`src/hw/rtl/msr_pkg.sv`:
```
// Shared types and constants for the shard router: hash constants,
// datapath op codes, controller states and command/status structs.
// No dependencies.
`timescale 1ns / 1ps
`default_nettype none

package msr_pkg;

    localparam int HASH_W         = 32;
    localparam int SHARD_W        = 16;
    localparam int SHARD_BITS_W   = 5;
    localparam int CFG_IDX_W      = 1;
    localparam int CFG_DATA_W     = 32;
    localparam int MAX_SHARD_BITS_DEF = 16;

    localparam logic [31:0] MIX_C1  = 32'hcc9e2d51;
    localparam logic [31:0] MIX_C2  = 32'h1b873593;
    localparam logic [31:0] MIX_ADD = 32'he6546b64;
    localparam logic [31:0] FIN_C1  = 32'h85ebca6b;
    localparam logic [31:0] FIN_C2  = 32'hc2b2ae35;

    localparam logic [CFG_IDX_W-1:0] REG_SEED       = 1'd0;
    localparam logic [CFG_IDX_W-1:0] REG_SHARD_BITS = 1'd1;

    typedef enum logic [3:0] {
        OP_NONE,
        OP_ABSORB,     // take one request, start key if needed
        OP_BLK_C1,     // work *= C1
        OP_BLK_C2,     // work = rotl15(work) * C2
        OP_BLK_FOLD,   // h = rotl13(h ^ work) * 5 + ADD
        OP_TAIL_C1,    // work = partial * C1
        OP_TAIL_FOLD,  // h ^= work
        OP_FIN_C1,     // work = fmix16(h ^ len) * FC1
        OP_FIN_C2,     // work = (work ^ work >> 13) * FC2
        OP_OUT         // load output register, end key
    } dp_op_t;

    typedef enum logic [3:0] {
        ST_IDLE,
        ST_BLK_C1,
        ST_BLK_C2,
        ST_BLK_FOLD,
        ST_TAIL_C1,
        ST_TAIL_C2,
        ST_TAIL_FOLD,
        ST_FIN_C2,
        ST_OUT
    } ctrl_state_t;

    typedef struct packed {
        dp_op_t op;
    } dp_cmd_t;

    typedef struct packed {
        logic word_full;     // absorbing this byte completes a word
        logic tail_pending;  // leftover bytes in partial word
        logic out_free;      // output register can take a result
    } dp_status_t;

endpackage

`default_nettype wire

```
`src/hw/rtl/msr_ctrl.sv`:
```
// Sequencer for the shard router: accepts requests and steps the datapath
// through block mix, tail mix and finalizer. Depends on msr_pkg.
`timescale 1ns / 1ps
`default_nettype none

module msr_ctrl
    import msr_pkg::*;
(
    input  wire logic       aclk,
    input  wire logic       aresetn,
    input  wire logic       s_tvalid,
    output logic            s_tready,
    input  wire logic       s_tuser,   // has_byte
    input  wire logic       s_tlast,
    input  wire dp_status_t status,
    output dp_cmd_t         cmd
);

    ctrl_state_t state_reg, state_next;
    logic        last_pend_reg, last_pend_next;
    logic        take;

    assign take = s_tvalid && (s_tuser || s_tlast);

    always_ff @(posedge aclk) begin
        if (!aresetn) begin
            state_reg     <= ST_IDLE;
            last_pend_reg <= 1'b0;
        end else begin
            state_reg     <= state_next;
            last_pend_reg <= last_pend_next;
        end
    end

    // next state
    always_comb begin
        state_next     = state_reg;
        last_pend_next = last_pend_reg;
        unique case (state_reg)
            ST_IDLE: begin
                if (take) begin
                    last_pend_next = s_tlast;
                    if (s_tuser && status.word_full) begin
                        state_next = ST_BLK_C1;
                    end else if (s_tlast) begin
                        state_next = ST_TAIL_C1;
                    end
                end
            end
            ST_BLK_C1:   state_next = ST_BLK_C2;
            ST_BLK_C2:   state_next = ST_BLK_FOLD;
            ST_BLK_FOLD: state_next = last_pend_reg ? ST_TAIL_C1 : ST_IDLE;
            ST_TAIL_C1:  state_next = status.tail_pending ? ST_TAIL_C2 : ST_FIN_C2;
            ST_TAIL_C2:  state_next = ST_TAIL_FOLD;
            ST_TAIL_FOLD: state_next = ST_TAIL_C1;
            ST_FIN_C2:   state_next = ST_OUT;
            ST_OUT: begin
                if (status.out_free) begin
                    state_next = ST_IDLE;
                end
            end
            default:     state_next = ST_IDLE;
        endcase
    end

    // outputs; ST_TAIL_C1 runs the first finalizer multiply when no tail is left
    always_comb begin
        s_tready = 1'b0;
        cmd.op   = OP_NONE;
        unique case (state_reg)
            ST_IDLE: begin
                s_tready = 1'b1;
                if (take) begin
                    cmd.op = OP_ABSORB;
                end
            end
            ST_BLK_C1:    cmd.op = OP_BLK_C1;
            ST_BLK_C2:    cmd.op = OP_BLK_C2;
            ST_BLK_FOLD:  cmd.op = OP_BLK_FOLD;
            ST_TAIL_C1:   cmd.op = status.tail_pending ? OP_TAIL_C1 : OP_FIN_C1;
            ST_TAIL_C2:   cmd.op = OP_BLK_C2;
            ST_TAIL_FOLD: cmd.op = OP_TAIL_FOLD;
            ST_FIN_C2:    cmd.op = OP_FIN_C2;
            ST_OUT:       cmd.op = status.out_free ? OP_OUT : OP_NONE;
            default:      cmd.op = OP_NONE;
        endcase
    end

    a_word_starts_mix: assert property (@(posedge aclk) disable iff (!aresetn)
        (cmd.op == OP_ABSORB && s_tuser && status.word_full) |=> state_reg == ST_BLK_C1)
        else $error("completed word did not start block mix");

    a_out_waits: assert property (@(posedge aclk) disable iff (!aresetn)
        (state_reg == ST_OUT && !status.out_free) |=> state_reg == ST_OUT)
        else $error("result dropped while output register busy");

    a_tail_fold_order: assert property (@(posedge aclk) disable iff (!aresetn)
        (state_reg == ST_TAIL_FOLD) |-> $past(state_reg) == ST_TAIL_C2)
        else $error("tail fold without tail multiply");

endmodule

`default_nettype wire

```
`src/hw/rtl/msr_datapath.sv`:
```
// Datapath for the shard router: config registers, key state, one shared
// 32x32 multiplier and the output register. Depends on msr_pkg.
`timescale 1ns / 1ps
`default_nettype none

module msr_datapath
    import msr_pkg::*;
#(
    parameter int MAX_SHARD_BITS = MAX_SHARD_BITS_DEF
) (
    input  wire logic                  aclk,
    input  wire logic                  aresetn,
    input  wire logic                  cfg_we,
    input  wire logic [CFG_IDX_W-1:0]  cfg_index,
    input  wire logic [CFG_DATA_W-1:0] cfg_data,
    input  wire logic [7:0]            data_byte,
    input  wire logic                  has_byte,
    input  wire dp_cmd_t               cmd,
    output dp_status_t                 status,
    output logic                       m_tvalid,
    input  wire logic                  m_tready,
    output logic [HASH_W-1:0]          hash,
    output logic [SHARD_W-1:0]         shard
);

    localparam logic [5:0] MAX_BITS = 6'(MAX_SHARD_BITS);

    logic [31:0]             seed_reg;
    logic [SHARD_BITS_W-1:0] shard_bits_reg;

    logic        in_key_reg, in_key_next;
    logic [31:0] h_reg, h_next;
    logic [23:0] pw_reg, pw_next;
    logic [1:0]  biw_reg, biw_next;
    logic [31:0] len_reg, len_next;
    logic [31:0] work_reg, work_next;

    logic               m_valid_reg, m_valid_next;
    logic [HASH_W-1:0]  hash_reg, hash_next;
    logic [SHARD_W-1:0] shard_reg, shard_next;

    logic [31:0] base_h, base_len;
    logic [23:0] base_pw;
    logic [1:0]  base_biw;

    logic [31:0] mul_a, mul_b, prod;
    logic [31:0] fin_x, fold_x, w15, w13, fin_hash;
    logic [5:0]  bits_eff;
    logic [SHARD_W-1:0] mask;

    always_ff @(posedge aclk) begin
        if (!aresetn) begin
            seed_reg       <= '0;
            shard_bits_reg <= '0;
        end else if (cfg_we) begin
            unique case (cfg_index)
                REG_SEED:       seed_reg       <= cfg_data;
                REG_SHARD_BITS: shard_bits_reg <= cfg_data[SHARD_BITS_W-1:0];
                default: ;
            endcase
        end
    end

    // a fresh key starts from the seed
    assign base_h   = in_key_reg ? h_reg   : seed_reg;
    assign base_pw  = in_key_reg ? pw_reg  : 24'd0;
    assign base_biw = in_key_reg ? biw_reg : 2'd0;
    assign base_len = in_key_reg ? len_reg : 32'd0;

    assign w15    = {work_reg[16:0], work_reg[31:17]};
    assign fold_x = h_reg ^ work_reg;
    assign w13    = {fold_x[18:0], fold_x[31:19]};
    assign fin_x  = (h_reg ^ len_reg) ^ {16'd0, h_reg[31:16] ^ len_reg[31:16]};

    // shared multiplier, low 32 bits of the product
    always_comb begin
        mul_a = work_reg;
        mul_b = MIX_C1;
        case (cmd.op)
            OP_BLK_C1:  begin mul_a = work_reg;                      mul_b = MIX_C1; end
            OP_BLK_C2:  begin mul_a = w15;                           mul_b = MIX_C2; end
            OP_TAIL_C1: begin mul_a = {8'd0, pw_reg};                mul_b = MIX_C1; end
            OP_FIN_C1:  begin mul_a = fin_x;                         mul_b = FIN_C1; end
            OP_FIN_C2:  begin mul_a = work_reg ^ (work_reg >> 13);   mul_b = FIN_C2; end
            default:    begin mul_a = work_reg;                      mul_b = MIX_C1; end
        endcase
    end
    assign prod = mul_a * mul_b;

    assign fin_hash = work_reg ^ (work_reg >> 16);
    assign bits_eff = (6'(shard_bits_reg) > MAX_BITS) ? MAX_BITS : 6'(shard_bits_reg);

    always_comb begin
        for (int i = 0; i < SHARD_W; i++) begin
            mask[i] = (6'(i) < bits_eff);
        end
    end

    always_comb begin
        in_key_next  = in_key_reg;
        h_next       = h_reg;
        pw_next      = pw_reg;
        biw_next     = biw_reg;
        len_next     = len_reg;
        work_next    = work_reg;
        m_valid_next = m_valid_reg && !m_tready;
        hash_next    = hash_reg;
        shard_next   = shard_reg;
        case (cmd.op)
            OP_ABSORB: begin
                in_key_next = 1'b1;
                h_next      = base_h;
                pw_next     = base_pw;
                biw_next    = base_biw;
                len_next    = base_len;
                if (has_byte) begin
                    len_next = base_len + 32'd1;
                    if (base_biw == 2'd3) begin
                        work_next = {data_byte, base_pw};
                        pw_next   = 24'd0;
                        biw_next  = 2'd0;
                    end else begin
                        case (base_biw)
                            2'd0:    pw_next = {base_pw[23:8], data_byte};
                            2'd1:    pw_next = {base_pw[23:16], data_byte, base_pw[7:0]};
                            default: pw_next = {data_byte, base_pw[15:0]};
                        endcase
                        biw_next = base_biw + 2'd1;
                    end
                end
            end
            OP_BLK_C1, OP_BLK_C2, OP_TAIL_C1, OP_FIN_C1, OP_FIN_C2: begin
                work_next = prod;
            end
            OP_BLK_FOLD: begin
                h_next = {w13[29:0], 2'b00} + w13 + MIX_ADD;
            end
            OP_TAIL_FOLD: begin
                h_next   = h_reg ^ work_reg;
                biw_next = 2'd0;
            end
            OP_OUT: begin
                m_valid_next = 1'b1;
                hash_next    = fin_hash;
                shard_next   = fin_hash[SHARD_W-1:0] & mask;
                in_key_next  = 1'b0;
                biw_next     = 2'd0;
            end
            default: ;
        endcase
    end

    always_ff @(posedge aclk) begin
        if (!aresetn) begin
            in_key_reg  <= 1'b0;
            biw_reg     <= 2'd0;
            m_valid_reg <= 1'b0;
        end else begin
            in_key_reg  <= in_key_next;
            biw_reg     <= biw_next;
            m_valid_reg <= m_valid_next;
        end
    end

    always_ff @(posedge aclk) begin
        h_reg     <= h_next;
        pw_reg    <= pw_next;
        len_reg   <= len_next;
        work_reg  <= work_next;
        hash_reg  <= hash_next;
        shard_reg <= shard_next;
    end

    assign status.word_full    = (base_biw == 2'd3);
    assign status.tail_pending = (biw_reg != 2'd0);
    assign status.out_free     = !m_valid_reg || m_tready;

    assign m_tvalid = m_valid_reg;
    assign hash     = hash_reg;
    assign shard    = shard_reg;

    a_absorb_opens_key: assert property (@(posedge aclk) disable iff (!aresetn)
        (cmd.op == OP_ABSORB) |=> in_key_reg)
        else $error("key not open after absorbing a request");

    a_out_closes_key: assert property (@(posedge aclk) disable iff (!aresetn)
        (cmd.op == OP_OUT) |=> (m_valid_reg && !in_key_reg))
        else $error("result not loaded or key not closed");

    a_result_held: assert property (@(posedge aclk) disable iff (!aresetn)
        (m_valid_reg && !m_tready) |=>
            (m_valid_reg && $stable(hash_reg) && $stable(shard_reg)))
        else $error("pending result changed before it was taken");

endmodule

`default_nettype wire

```
`src/hw/rtl/murmur3_shard_router_top.sv`:
```
// MurmurHash3 x86_32 shard router, top level. Depends on msr_pkg, msr_ctrl,
// msr_datapath.
// Requests are taken only in idle; a byte completing a 4-byte word then runs
// the block mix, a last request the tail mix, finalizer and any wait for the
// output register. All mix steps share the one 32x32 multiplier.
// Reset: synchronous active-low aresetn clears seed, shard_bits and key state.
`timescale 1ns / 1ps
`default_nettype none

module murmur3_shard_router_top
    import msr_pkg::*;
#(
    parameter int MAX_SHARD_BITS = MAX_SHARD_BITS_DEF
) (
    input  wire logic                  aclk,
    input  wire logic                  aresetn,
    input  wire logic                  cfg_we,
    input  wire logic [CFG_IDX_W-1:0]  cfg_index,
    input  wire logic [CFG_DATA_W-1:0] cfg_data,
    input  wire logic                  s_tvalid,
    output logic                       s_tready,
    input  wire logic [7:0]            s_tdata,   // [7:0] data_byte
    input  wire logic                  s_tuser,   // [0] has_byte
    input  wire logic                  s_tlast,
    output logic                       m_tvalid,
    input  wire logic                  m_tready,
    output logic [47:0]                m_tdata    // [31:0] hash, [47:32] shard
);

    dp_cmd_t    cmd;
    dp_status_t status;
    logic [HASH_W-1:0]  hash;
    logic [SHARD_W-1:0] shard;

    msr_ctrl u_ctrl (
        .aclk     (aclk),
        .aresetn  (aresetn),
        .s_tvalid (s_tvalid),
        .s_tready (s_tready),
        .s_tuser  (s_tuser),
        .s_tlast  (s_tlast),
        .status   (status),
        .cmd      (cmd)
    );

    msr_datapath #(
        .MAX_SHARD_BITS (MAX_SHARD_BITS)
    ) u_datapath (
        .aclk      (aclk),
        .aresetn   (aresetn),
        .cfg_we    (cfg_we),
        .cfg_index (cfg_index),
        .cfg_data  (cfg_data),
        .data_byte (s_tdata),
        .has_byte  (s_tuser),
        .cmd       (cmd),
        .status    (status),
        .m_tvalid  (m_tvalid),
        .m_tready  (m_tready),
        .hash      (hash),
        .shard     (shard)
    );

    assign m_tdata = {shard, hash};

endmodule

`default_nettype wire
```
`config.mk`:
```
export PLATFORM = sky130hd
export DESIGN_NAME = murmur3_shard_router_top
export DESIGN_NICKNAME = d
export VERILOG_FILES = /design/src/hw/rtl/msr_pkg.sv /design/src/hw/rtl/msr_ctrl.sv /design/src/hw/rtl/msr_datapath.sv /design/src/hw/rtl/murmur3_shard_router_top.sv
export SDC_FILE = /design/constraint.sdc
export NUM_CORES = 2
export LEC_CHECK = 0
export BUFFER_PORTS_ARGS = -buffer_cell sky130_fd_sc_hd__buf_2
export CAP_MARGIN = 40
export CORE_UTILIZATION = 40
export DETAILED_ROUTE_END_ITERATION = 10
export GPL_TIMING_DRIVEN = 0
export SETUP_SLACK_MARGIN = 0.3
export SYNTH_ARGS = -nofsm -noshare
export SYNTH_HDL_FRONTEND = slang
export SYNTH_SLANG_ARGS = --single-unit
```
`constraint.sdc`:
```
create_clock -name aclk -period 10.1 [get_ports aclk]
set_clock_uncertainty 0.05 [all_clocks]
set_input_delay 0.505 -clock aclk [delete_from_list [all_inputs] [get_ports aclk]]
set_output_delay 0.505 -clock aclk [all_outputs]
set_load 0.005 [all_outputs]
```
==> results.toml <==
[final_layout]
nFillCells = 6489
multi_input_area_sq_mm = 0.0189
layout.nets = 3650
area_growth_pct = 13.6
drive_gt1_share_pct = 11.7
seq_area_sq_mm = 0.00597

[floorplanning]
core_area_sq_mm = 0.0661
die_h_um = 261
ios = 98
start_util_pct = 40.6
dieArea_sq_mm = 0.0682
std_cell_rows = 94
die_width_um = 261

[min_path]
hold_path_class = "input port to flop"
hp-start = "cfg_data[8]"

[clocking]
htreeDepth = 1
clock-sinks = 214
insertion_delay_ns = 0.54
cts_buffers = 24
clock_path_buffers = 3
clkTransAtPathRegs_ns = 0.06
cts_root_buf = "clkbuf_16"
cts-hold-fix-buffers = 0
cts_tree = "done"

[sta]
rsz0062_at_grt = "yes"
relSlewSlack_pct = 32.5
hold_violations = 0
finalSetupViolCount = 0
slew_violations = 0
period_minus_slack_ns = 9.59
worstMarginPinSlew_ns = 1.01
fin_crit_sh_pct = 95.0
max_freq_mhz = 104
timing.final.ws_setup_ns = 0.508

[worst_setup_path]
r2r_start = "u_ctrl.state_reg[2]"
startpoint_type = "flop"
crit_top_cell = "fa_1"
max_stage_delay_ns = 0.65
crit_type = "flop to flop"
path_max_fanout = 10
crit_arrival_ns = 9.80
endpoint_kind = "flop"
startpoint = "u_ctrl.state_reg[2]"
critPathSlowestCell = "fa_1"
required_ns = 10.31

[synthesis]
syn_area_per_cell_sq_um = 9.52
synth_largest_area_cell = "fa_1"
async_reset_ff_share_pct = 0
synthMostInstantiatedCell = "inv_1"
synthTopCellsByCount = "inv_1, fa_1, nand2_1, ha_1, nor2_1"
synth_cell_types = 73
synth.area.top_cells = "fa_1, edfxtp_1, ha_1, inv_1, xnor2_1"
ys.flop_type = "edfxtp_1"
synth_fp_nets = 3459
synth_top_area_share_pct = 29.2
synth_edf_count = 168
synth_seq_cells = 214
synth-seq-area-share_pct = 22.2
syn_area_sq_mm = 0.0269
yosys_warnings = 0
syn_inst = 2821

[status]
status = "finished clean"

[route]
drt-total-wl_mm = 101
wl_per_cell_um = 26.0
final_antenna_net_count = 0
initialDrtViolationCount = 2310
vias_per_cell = 5.45
drc_errors = 0
drt_first_pass_iters = 8
vias = 21200

[global_route]
grt-ovfl-total = 0
grtUsageTotal_pct = 30.1
grt_max_degree = 40
antenna_found_initial = 2
grt_pass1_wl_mm = 146
grt_pass1_vias = 21500

[place]
place_ws_ns = -1.79
place_hpwl_mm = 85.9
gp_congestion = 1.06
portBuffers = 96

[run]
cap_viol_max_count = 0
## kinds of logic (layout without fill, tap and decap cells)
kind of cell,count (synthesis),count (layout),synth area share [%]
mux,7,7,0.265
compound gates,411,411,10.3
xor+xnor,242,242,8.15
fa+ha+maj,590,590,38.4
flops,214,214,22.2
buf+inv,694,903,9.74
simple gates,663,663,11.0
other cells,0,2,0
## cell usage in the layout, fill, tap and decap left out, types with 9 or more instances in the layout
master     synthesis  final
edfxtp_1         168    168
a21o_1            23     21
buf_2              3    103
inv_2              1     11
o21a_1            12     12
clkbuf_1          98     81
a22oi_1           25     24
a21boi_0          55     55
dfxtp_1           46     45
a22o_1            24     24
or2_2             15     15
o21ai_0           97     91
buf_4              0     50
clkbuf_2           0      9
nand2_2            0     15
a21oi_1           83     76
nand4_1           15     15
nor2_1           177    161
clkbuf_16          0     25
nand3_1           54     52
xor2_1           106    105
nor3_1            12     12
buf_6              1     17
inv_1            582    572
and2_1            34     31
nand2b_1          18     15
o31ai_1            9      9
fa_1             392    387
xnor2_1          131    127
o21bai_1          13     12
nand2_1          287    270
ha_1             198    194
nor2b_1           13     13
## stage by stage
| stage | hold slack [ns] | TNS [ns] | cell area (sq um) | instances | utilization [%] |
|---|---|---|---|---|---|
| final | 0.163 | 0 | 30500 | 3896 | 46.2 |
| after floorplan | 0.374 | 0 | 26900 | 2821 | - |
| after global placement | 0.379 | -20.88 | 28400 | 3781 | 43.0 |
| after detailed placement | 0.381 | -14.40 | 28700 | 3804 | 43.5 |
| after global routing | 0.158 | 0 | 30500 | 3894 | 46.2 |
| after CTS | 0.149 | 0 | 30000 | 3875 | 45.4 |
## final timing paths
kind | end | cells after the start | slack, ns
max | u_datapath.work_reg[30] | 33 | 0.51
min | u_datapath.seed_reg[8] | 3 | 0.16
max reg2reg | u_datapath.work_reg[30] | 33 | 0.51
min reg2reg | u_datapath.hash[17] | 0 | 0.40
## final cells by class
cell class                 instances  share of cell area, %
timing repair buffer             165                   3.68
antenna                            2                 0.0164
clock inverter                    11                  0.197
tap                              864                   3.54
sequential                       214                   19.6
inverter                         584                   7.19
multi-input combinational       1913                   61.9
clock buffer                      33                   2.25
buffer                           110                   1.69
## layer usage
layer  vias up  wire [um]  GRT usage [%]  part of all wire (%)
met5         -         13              0                 0.013
li1       9361          -              -                     -
met1     10500      40300           38.9                    40
met3       289       8690           6.07                   8.6
met4         2       7080           17.3                   7.0
met2      1032      45400           47.0                    45
## timing repair
item                                    in CTS  in global routing
resized for setup                           92                108
pin swaps                                   14                 21
setup buffers                               27                 18
endpoints found under the setup margin      19                  7
## critical path, delay by kind of cell, from the launching register on
family | cells | cell delay, ns
mux | 1 | 0.22
buf+inv | 10 | 1.47
simple gates | 3 | 0.67
compound gates | 10 | 2.12
flops | 1 | 0.30
fa+ha+maj | 9 | 4.46
Power is not shown: default switching activity piles up to over one toggle a cycle in this logic, so the estimate is an artifact.
